--- config.mk ---
export PLATFORM = sky130hd
export DESIGN_NAME = vn_aqi_pm_interpolator
export DESIGN_NICKNAME = d
export VERILOG_FILES = /design/src/hdl/aqi_pkg.sv /design/src/hdl/vn_aqi_pm_interpolator.sv /design/src/hdl/aqi_lane.sv /design/src/hdl/aqi_merge.sv
export SDC_FILE = /design/constraint.sdc
export NUM_CORES = 2
export LEC_CHECK = 0
export BUFFER_PORTS_ARGS = -buffer_cell sky130_fd_sc_hd__buf_2
export CAP_MARGIN = 10
export CORE_ASPECT_RATIO = 0.5
export CORE_MARGIN = 2
export CORE_UTILIZATION = 45
export CTS_CLUSTER_SIZE = 10
export DETAILED_ROUTE_END_ITERATION = 12
export PLACE_DENSITY = 0.57
export SLEW_MARGIN = 0
export SYNTH_ARGS = -nofsm -noshare
export SYNTH_HDL_FRONTEND = slang
export SYNTH_SLANG_ARGS = --single-unit
--- constraint.sdc ---
create_clock -name i_clk -period 10.2 [get_ports i_clk]
set_input_delay 2.04 -clock i_clk [delete_from_list [all_inputs] [get_ports i_clk]]
set_output_delay 2.04 -clock i_clk [all_outputs]
set_load 0.02 [all_outputs]
--- src/hdl/aqi_pkg.sv ---
// Shared types and breakpoint tables for the particulate AQI interpolator.
// Depends on nothing; imported by every module of the block.
`default_nettype none
package aqi_pkg;

    localparam int ROWS   = 7;
    localparam int ROW_W  = 3;
    localparam int BP_W   = 13;
    localparam int IDX_W  = 9;
    localparam int DI_W   = 7;
    localparam int OFF_W  = 11;
    localparam int NUM_W  = DI_W + OFF_W;
    localparam int RCP_W  = 22;
    localparam int PROD_W = NUM_W + RCP_W;
    localparam int SHIFT  = 29;
    localparam int Q_W    = 7;

    localparam logic [IDX_W-1:0] TOP_INDEX = IDX_W'(500);

    localparam bit TAB_PM25 = 1'b0;
    localparam bit TAB_PM10 = 1'b1;

    // lo breakpoint, lo index, index span, ceil(2^SHIFT / breakpoint span)
    typedef struct packed {
        logic [BP_W-1:0]  lo;
        logic [IDX_W-1:0] ilo;
        logic [DI_W-1:0]  di;
        logic [RCP_W-1:0] rcp;
    } t_seg;

    typedef t_seg t_tab [ROWS];

    typedef struct packed {
        logic [IDX_W-1:0] pm25;
        logic [IDX_W-1:0] pm10;
    } t_idx_pair;

    localparam t_tab PM25_TAB = '{
        '{lo: BP_W'(0),    ilo: IDX_W'(0),   di: DI_W'(50), rcp: RCP_W'(2147484)},
        '{lo: BP_W'(251),  ilo: IDX_W'(51),  di: DI_W'(49), rcp: RCP_W'(2156109)},
        '{lo: BP_W'(501),  ilo: IDX_W'(101), di: DI_W'(49), rcp: RCP_W'(1795555)},
        '{lo: BP_W'(801),  ilo: IDX_W'(151), di: DI_W'(49), rcp: RCP_W'(768056)},
        '{lo: BP_W'(1501), ilo: IDX_W'(201), di: DI_W'(99), rcp: RCP_W'(537409)},
        '{lo: BP_W'(2501), ilo: IDX_W'(301), di: DI_W'(99), rcp: RCP_W'(537409)},
        '{lo: BP_W'(3501), ilo: IDX_W'(401), di: DI_W'(99), rcp: RCP_W'(358153)}
    };

    localparam t_tab PM10_TAB = '{
        '{lo: BP_W'(0),    ilo: IDX_W'(0),   di: DI_W'(50), rcp: RCP_W'(1073742)},
        '{lo: BP_W'(501),  ilo: IDX_W'(51),  di: DI_W'(49), rcp: RCP_W'(537409)},
        '{lo: BP_W'(1501), ilo: IDX_W'(101), di: DI_W'(49), rcp: RCP_W'(537409)},
        '{lo: BP_W'(2501), ilo: IDX_W'(151), di: DI_W'(49), rcp: RCP_W'(537409)},
        '{lo: BP_W'(3501), ilo: IDX_W'(201), di: DI_W'(99), rcp: RCP_W'(768056)},
        '{lo: BP_W'(4201), ilo: IDX_W'(301), di: DI_W'(99), rcp: RCP_W'(671929)},
        '{lo: BP_W'(5001), ilo: IDX_W'(401), di: DI_W'(99), rcp: RCP_W'(537409)}
    };

    localparam logic [BP_W-1:0] PM25_TOP = BP_W'(5000);
    localparam logic [BP_W-1:0] PM10_TOP = BP_W'(6000);

    function automatic t_seg seg_get(input bit tab, input logic [ROW_W-1:0] row);
        t_seg s;
        s = '0;
        if (row < ROW_W'(ROWS)) begin
            if (tab == TAB_PM10) begin
                s = PM10_TAB[row];
            end else begin
                s = PM25_TAB[row];
            end
        end
        return s;
    endfunction

    function automatic logic [BP_W-1:0] top_get(input bit tab);
        return (tab == TAB_PM10) ? PM10_TOP : PM25_TOP;
    endfunction

endpackage
`default_nettype wire

--- src/hdl/vn_aqi_pm_interpolator.sv ---
// Top level of the particulate AQI interpolator: two pollutant lanes and a merge stage.
// Depends on aqi_pkg, aqi_lane and aqi_merge.
//
// A request (one PM2.5 and one PM10 concentration in tenths of ug/m3) is taken on
// every cycle with start high; busy never rises, so one request per cycle is
// sustained. Each result appears five cycles later, on o_valid for a single cycle,
// and must be captured then. The latency is set by the lane pipeline: segment
// search, span product, reciprocal multiply, index add, then the merge register.
`default_nettype none
module vn_aqi_pm_interpolator #(
    parameter int CONC_BITS = 16
) (
    input  logic                      i_clk,
    input  logic                      i_rst_n,
    input  logic                      start,
    output logic                      busy,
    input  logic [CONC_BITS-1:0]      i_pm25_tenths,
    input  logic [CONC_BITS-1:0]      i_pm10_tenths,
    output logic                      o_valid,
    output logic [aqi_pkg::IDX_W-1:0] o_index_pm25,
    output logic [aqi_pkg::IDX_W-1:0] o_index_pm10,
    output logic [aqi_pkg::IDX_W-1:0] o_index_total
);
    import aqi_pkg::*;

    localparam int LAT = 5;

    logic [LAT-1:0] r_vld, n_vld;
    t_idx_pair      pair;

    assign busy  = 1'b0;
    assign n_vld = {r_vld[LAT-2:0], start & ~busy};

    always_ff @(posedge i_clk) begin
        if (!i_rst_n) begin
            r_vld <= '0;
        end else begin
            r_vld <= n_vld;
        end
    end

    aqi_lane #(.CONC_BITS(CONC_BITS), .TAB(TAB_PM25)) u_lane_pm25 (
        .i_clk   (i_clk),
        .i_conc  (i_pm25_tenths),
        .o_index (pair.pm25)
    );

    aqi_lane #(.CONC_BITS(CONC_BITS), .TAB(TAB_PM10)) u_lane_pm10 (
        .i_clk   (i_clk),
        .i_conc  (i_pm10_tenths),
        .o_index (pair.pm10)
    );

    aqi_merge u_merge (
        .i_clk         (i_clk),
        .i_pair        (pair),
        .o_index_pm25  (o_index_pm25),
        .o_index_pm10  (o_index_pm10),
        .o_index_total (o_index_total)
    );

    assign o_valid = r_vld[LAT-1];

endmodule
`default_nettype wire

--- src/hdl/aqi_lane.sv ---
// One pollutant lane: segment search, span product, reciprocal divide, offset add.
// Depends on aqi_pkg for the breakpoint tables and widths.
`default_nettype none
module aqi_lane #(
    parameter int CONC_BITS = 16,
    parameter bit TAB       = 1'b0
) (
    input  logic                        i_clk,
    input  logic [CONC_BITS-1:0]        i_conc,
    output logic [aqi_pkg::IDX_W-1:0]   o_index
);
    import aqi_pkg::*;

    logic [ROW_W-1:0] n_row;
    logic [OFF_W-1:0] n_off;
    logic             n_above;
    t_seg             seg_a;
    t_seg             seg_k;

    logic [ROW_W-1:0] r_row_a, r_row_b, r_row_c;
    logic [OFF_W-1:0] r_off_a;
    logic             r_above_a, r_above_b, r_above_c;
    logic [NUM_W-1:0] n_num, r_num;
    logic [PROD_W-1:0] prod;
    logic [Q_W-1:0]   n_q, r_q;
    t_seg             seg_b, seg_c, seg_d;
    logic [IDX_W-1:0] n_index, r_index;

    // segment search: rows are contiguous, so the last lo bound passed wins
    always_comb begin
        n_row = '0;
        seg_k = '0;
        for (int k = 1; k < ROWS; k++) begin
            seg_k = seg_get(TAB, ROW_W'(k));
            if (i_conc >= CONC_BITS'(seg_k.lo)) begin
                n_row = ROW_W'(k);
            end
        end
        n_above = i_conc > CONC_BITS'(top_get(TAB));
        seg_a   = seg_get(TAB, n_row);
        n_off   = OFF_W'(i_conc[BP_W-1:0] - seg_a.lo);
    end

    assign seg_b = seg_get(TAB, r_row_a);
    assign n_num = NUM_W'(seg_b.di) * NUM_W'(r_off_a);

    assign seg_c = seg_get(TAB, r_row_b);
    assign prod  = PROD_W'(r_num) * PROD_W'(seg_c.rcp);
    assign n_q   = prod[SHIFT+Q_W-1:SHIFT];

    assign seg_d   = seg_get(TAB, r_row_c);
    assign n_index = r_above_c ? TOP_INDEX : seg_d.ilo + IDX_W'(r_q);

    always_ff @(posedge i_clk) begin
        r_row_a   <= n_row;
        r_off_a   <= n_off;
        r_above_a <= n_above;
        r_row_b   <= r_row_a;
        r_above_b <= r_above_a;
        r_num     <= n_num;
        r_row_c   <= r_row_b;
        r_above_c <= r_above_b;
        r_q       <= n_q;
        r_index   <= n_index;
    end

    assign o_index = r_index;

endmodule
`default_nettype wire

--- src/hdl/aqi_merge.sv ---
// Merge stage: registers both sub-indices and the larger of the two.
// Depends on aqi_pkg for the index pair type.
`default_nettype none
module aqi_merge (
    input  logic                      i_clk,
    input  aqi_pkg::t_idx_pair        i_pair,
    output logic [aqi_pkg::IDX_W-1:0] o_index_pm25,
    output logic [aqi_pkg::IDX_W-1:0] o_index_pm10,
    output logic [aqi_pkg::IDX_W-1:0] o_index_total
);
    import aqi_pkg::*;

    logic [IDX_W-1:0] r_pm25, r_pm10, r_total, n_total;

    assign n_total = (i_pair.pm25 > i_pair.pm10) ? i_pair.pm25 : i_pair.pm10;

    always_ff @(posedge i_clk) begin
        r_pm25  <= i_pair.pm25;
        r_pm10  <= i_pair.pm10;
        r_total <= n_total;
    end

    assign o_index_pm25  = r_pm25;
    assign o_index_pm10  = r_pm10;
    assign o_index_total = r_total;

endmodule
`default_nettype wire

---- Word-level counts from Yosys, hierarchy flattened ----
Memory sizes are Yosys's and may differ from the RTL's.
Cells that the tools add are included.
storage, ports and cells
  bits in registers ....................... 146
  bits in read-only memories .............. 3264
  input bits .............................. 35
  output and inout port bits .............. 29
  memories ................................ 8
operators by class
  add/sub/neg operators ................... 4
  multipliers ............................. 4
  $lt $le $gt $ge ......................... 31
  mux-type cells .......................... 37
  bitwise logic cells ..................... 8
memory list
  name             depth  width  read ports  clocked after Yosys merged registers in  wr ports  RTL line       source
  (no name shown)  8      51     1           0                                        0         aqi_pkg.sv:66  s = PM10_TAB[row];
  (no name shown)  8      51     1           0                                        0         aqi_pkg.sv:66
  (no name shown)  8      51     1           0                                        0         aqi_pkg.sv:66
  (no name shown)  8      51     1           0                                        0         aqi_pkg.sv:68  s = PM25_TAB[row];
  (no name shown)  8      51     1           0                                        0         aqi_pkg.sv:68
  (no name shown)  8      51     1           0                                        0         aqi_pkg.sv:68
  +2 memories      --     --     --          --                                       --        --
operators by type and width
  kind                  number
  $mux 49               6
  $mux 38               6
  $mux 29               6
  $mux 22               6
  $mul 18x22->36        2
  $ge 16x12->1 const B  4
  $mul 7x11->18         2
  $ge 16x11->1 const B  2
  $ge 16x13->1 const B  2
  $ge 16x9->1 const B   2
  $ge 4x4->1 const B    8
  $gt 16x13->1 const B  2
  $not 3->4             8
  $lt 3x3->1 const B    8
  $sub 11x11->11        2
  $add 9x7->9           2
  $mux 3                6
  $ge 16x10->1 const B  1
  $ge 16x8->1 const B   1
  $gt 9x9->1            1
  $mux 9                1
  $mux 2                4
  $mux 1                2

---- Depth between registers and ports, before layout ----
  depth in word-level cells ............... 13
  mapped depth ............................ 28
  depth with buffers taken out ............ 27

---- Hierarchy ----
From an unflattened synthesis, not the netlist that was laid out.
second synthesis, totals
  cells, all modules ...................... 3487
  area, all modules ....................... 31342.6 sq um
modules (own cells, without submodules)
  module                   times used  cells an instance  area each (sq um)  seq. area each (sq um)
  aqi_lane at u_lane_pm25  1           1801               15807.7            1141.1
  aqi_lane at u_lane_pm10  1           1608               14496.4            1141.1
  aqi_merge                1           66                 895.9              540.5
  vn_aqi_pm_interpolator   1           12                 142.6              100.1

---- Worst setup path before layout ----
No wires, ideal clock.
  path kind ............................... reg-to-reg
  start point ............................. register u_lane_pm25.r_row_b[1]
  end point ............................... register u_lane_pm25.r_q[3]
  setup time .............................. 0.072 ns
  data arrival time ....................... 6.750 ns
  data required time ...................... 10.128 ns
  setup slack ............................. 3.378 ns
  cell stages (with the launch flop) ...... 26
  path buffers ............................ 2
  cell sequence ........................... dfxtp_1 -> clkbuf_1 -> inv_1 -> ha_1 -> nor2_1 -> a211oi_1 -> clkbuf_1 -> nand2_1 -> fa_1 -> inv_1 -> fa_1 -> fa_1 -> fa_1 -> fa_1 -> inv_1 -> fa_1 -> inv_1 -> ha_1 -> and3_1 -> and4_1 -> and2_0 -> a211o_1 -> a221o_1 -> o21a_1 -> nor2_1 -> xnor2_1
between the ends
  longest elaborated chain between the ends .. 6
RTL lines
  what                                        RTL line        source
  start, declared                             aqi_lane.sv:20  logic [ROW_W-1:0] r_row_a, r_row_b, r_row_c;
  start signal, assigned                      aqi_lane.sv:58  r_row_b <= r_row_a;
  $not 3->4 (not written as such)             aqi_pkg.sv:68
  $mem_v2 8x51                                --
  $mux 22 (not written as such) (2 in a row)  aqi_pkg.sv:68
  $mux 22 (*)                                 aqi_pkg.sv:64   if (row < ROW_W'(ROWS)) begin
  $mul 18x22->36 (*)                          aqi_lane.sv:48  assign prod = PROD_W'(r_num) * PROD_W'(seg_c.rcp);
  via u_lane_pm25.prod[32]                    aqi_lane.sv:24  logic [PROD_W-1:0] prod;
  end signal, assigned                        aqi_lane.sv:63  r_q <= n_q;
  end, declared                               aqi_lane.sv:25  logic [Q_W-1:0] n_q, r_q;
The timed path passes the listed nets; every way through them passes the cells marked *. The select of a mux whose other input is x is not followed.
A chain may end at the register's enable or synchronous reset.

---- Final worst setup path ----
  start point ............................. register u_lane_pm25.r_row_b[1]
  end point ............................... register u_lane_pm25.r_q[5]
The elaborated chain is that of the path after synthesis.

==> reports/metrics.csv <==
metric,value,unit
avgSynthCellArea,8.997,um2
use_met3,2.634,%
hp-class,flip-flop to flip-flop,
setup_violations,0,
ys_ff_latch,146,
most-common-layout-cells,"inv_1 (918), fa_1 (625), nand2_1 (396)",
post-cts-setup-buffers,0,
max_freq,123.3,MHz
timing.rr.start,u_lane_pm25.r_row_b[1],
cts_tree,yes,
grt.busiest_layer,met2,
place_area,0.03224,mm2
dieArea,0.07100,mm2
rr_worst_depth,26,
period_needed,8.109,ns
r2r-end,u_lane_pm25.r_q[5],
postSynth.asyncResetShare,0,%
grt_usage,22.64,%
root_buffer,clkbuf_16,
ys_types,73,
grt_use_met2,39.64,%
cts_inserted_buffers,17,
io_buffers,62,
min_path_cells,0,
synth_ff_type,dfxtp_1,
cts.path.max_buffers,2,
worst_pin_slew,1.001,ns
status,finished clean,
grt_pass1_vias,23990,
critical_path.max_fanout,18,
layout_commonest_cell,inv_1,
dr.pass1.iters,5,
cap_violations,0,
drt_iter0_drc,1315,
grt_first_pass_wirelength,126500,um
r2r_slack,2.09,ns
num_rows,67,
die_h,189.4,um
cts_hold_buf,0,
hold_start,u_lane_pm25.r_above_b,
hold_violations,0,
post_cts_resized,0,
hpwl,64800,um
routedWlPerCell,17.28,um
cts-htree-levels,4,
yosys_warnings,0,
worstSetupPathType,flip-flop to flip-flop,
synth_seq_area_share,9.446,%
synth_edf_count,0,
start_util,45.85,%
gp_congestion,0.8817,
worstSetupStartpointType,flip-flop,
cp.required,10.54,ns
min_period_over_period,79.50,%
fin_setup_tns,0,ns
grt_max_degree,44,
finalMaxSlewViolations,0,
min_to,u_lane_pm25.r_above_c,
final_layout_size_suffix_gt1_share,4.269,%
arrival,8.45,ns
worst_clock_skew,0.01320,ns
path_clk_slew,0.06,ns
totalWireLength,75390,um
rsz0062_at_grt,false,
drc_errors,0,
coreArea,0.06748,mm2
vias,21810,
globalRouteMet1Util,30.05,%
antenna_found_initial,2,
syn_inst,3439,
antennaDiodeCount,0,
layout.nets,4488,
via_per_inst,4.997,
syn2layout_area_growth,6.130,%
ios,64,
finalInstanceArea,0.03284,mm2
end_kind,flip-flop,
slew_headroom,31.35,%
clkSinkCount,146,
synth_area,0.03094,mm2
dieWidth,374.8,um
overflow,0,
drtAntennaViolNets,0,
clock_latency,0.46,ns
[area by class of cell]
class                   instances  area (um2)
well taps                     897        1122
repair buffers                 88       505.5
clock inverters                14       162.7
flip-flops and latches        146        2923
clock buffers                  18       439.2
multi-input cells            2282       24240
fillers                      6468       34640
inverters                     919        3450
[logic make-up (layout without fill, tap and decap cells)]
| kind of cell | count (synthesis) | in the layout | share of synthesized area [%] |
|---|---|---|---|
| buffers and inverters | 1012 | 1039 | 12.30 |
| muxes | 9 | 9 | 0.3073 |
| AOI/OAI and AO/OA | 286 | 286 | 5.868 |
| other | 1 | 2 | 0.01212 |
| and+or+nand+nor | 904 | 904 | 14.19 |
| xor gates and xnor gates | 81 | 81 | 2.293 |
| adders and majority gates | 1000 | 1000 | 55.59 |
| DFF | 146 | 146 | 9.446 |
[worst max path at each step]
stage | cells after the start | slack, ns | to | start
global placement | 26 | 2.41 | u_lane_pm25.r_q[6] | u_lane_pm25.r_row_b[1]
finish | 26 | 2.09 | u_lane_pm25.r_q[5] | u_lane_pm25.r_row_b[1]
detailed placement | 26 | 2.16 | u_lane_pm25.r_q[5] | u_lane_pm25.r_row_b[1]
floorplan | 25 | 3.38 | u_lane_pm25.r_q[3] | u_lane_pm25.r_row_b[1]
CTS | 26 | 2.14 | u_lane_pm25.r_q[5] | u_lane_pm25.r_row_b[1]
global route | 26 | 1.70 | u_lane_pm25.r_q[5] | u_lane_pm25.r_row_b[1]
[sequential cells by signal, indices dropped and copies added, names as in the netlist, 5 cells and up]
register,flops
u_lane_pm10.r_num,18
u_lane_pm25.r_num,18
u_lane_pm10.r_off_a,11
u_lane_pm25.r_off_a,11
u_lane_pm10.o_index,9
u_lane_pm25.o_index,9
u_merge.o_index_pm10,9
u_merge.o_index_pm25,9
u_merge.o_index_total,9
u_lane_pm10.r_q,7
u_lane_pm25.r_q,7
r_vld,5
[synthesized netlist by cell type, types with 3 or more instances]
library cell / number / area share (%)
fa_1: 625 / 40
clkbuf_1: 88 / 1.1
or3_1: 6 / 0.12
o31ai_1: 4 / 0.097
mux2i_1: 5 / 0.16
nor2b_1: 59 / 1.2
a41o_1: 3 / 0.097
nand2_1: 396 / 4.8
o21ai_0: 36 / 0.58
a211oi_1: 5 / 0.12
a21o_1: 35 / 0.85
nand4_1: 11 / 0.22
nor2_1: 99 / 1.2
o21ai_1: 41 / 0.66
nor3_1: 13 / 0.21
mux2_2: 3 / 0.11
o21bai_1: 11 / 0.27
o21a_1: 12 / 0.29
nand2b_1: 27 / 0.55
nand3_1: 33 / 0.53
xor2_1: 22 / 0.62
or2_2: 11 / 0.22
a221o_1: 4 / 0.13
inv_1: 918 / 11
a211o_1: 3 / 0.085
a21boi_0: 4 / 0.097
nor4_1: 3 / 0.061
a31oi_1: 5 / 0.10
dfxtp_1: 146 / 9.4
and3_1: 54 / 1.1
a21boi_1: 7 / 0.17
a21oi_2: 3 / 0.085
xnor2_1: 59 / 1.7
ha_1: 374 / 15
and2_1: 179 / 3.6
a21oi_1: 87 / 1.4
[stage by stage]
stage / hold WS (ns) / setup slack [ns] / utilization (%) / cells
6_report: 0.3268 / 2.092 / 48.66 / 4364
5_1_grt: 0.3320 / 1.704 / 48.66 / 4364
4_1_cts: 0.3267 / 2.144 / 48.66 / 4364
3_5_place_dp: 0.3121 / 2.161 / 47.77 / 4332
3_3_place_gp: 0.3123 / 2.411 / 47.77 / 4332
2_1_floorplan: 0.3096 / 3.378 / - / 3440
[per-layer routing]
layer / vias up / wire (um)
li1: 10290 / -
met4: 2 / 1530
met2: 528 / 36530
met3: 92 / 3575
met1: 10890 / 33740
met5: - / 9
[worst max-delay path: stages, from the launching register on]
cell	delay, ns
dfxtp_1	0.48
ha_1	0.31
and2_1	0.27
nor2_1	0.66
o21a_1	0.79
nand2_1	0.19
fa_1	0.57
inv_1	0.05
fa_1	0.49
inv_1	0.05
fa_1	0.53
inv_1	0.05
fa_1	0.45
fa_1	0.49
inv_1	0.05
fa_1	0.48
inv_1	0.05
ha_1	0.29
nand2_1	0.05
nor2_1	0.23
o2111ai_1	0.16
o21ai_1	0.35
o21ai_0	0.19
a21oi_2	0.30
nand3b_4	0.19
a31oi_1	0.10
xnor2_1	0.14
Power is left out: the tool's default activity adds up to more than one toggle a clock period on the data nets, which glitch-free logic cannot reach.
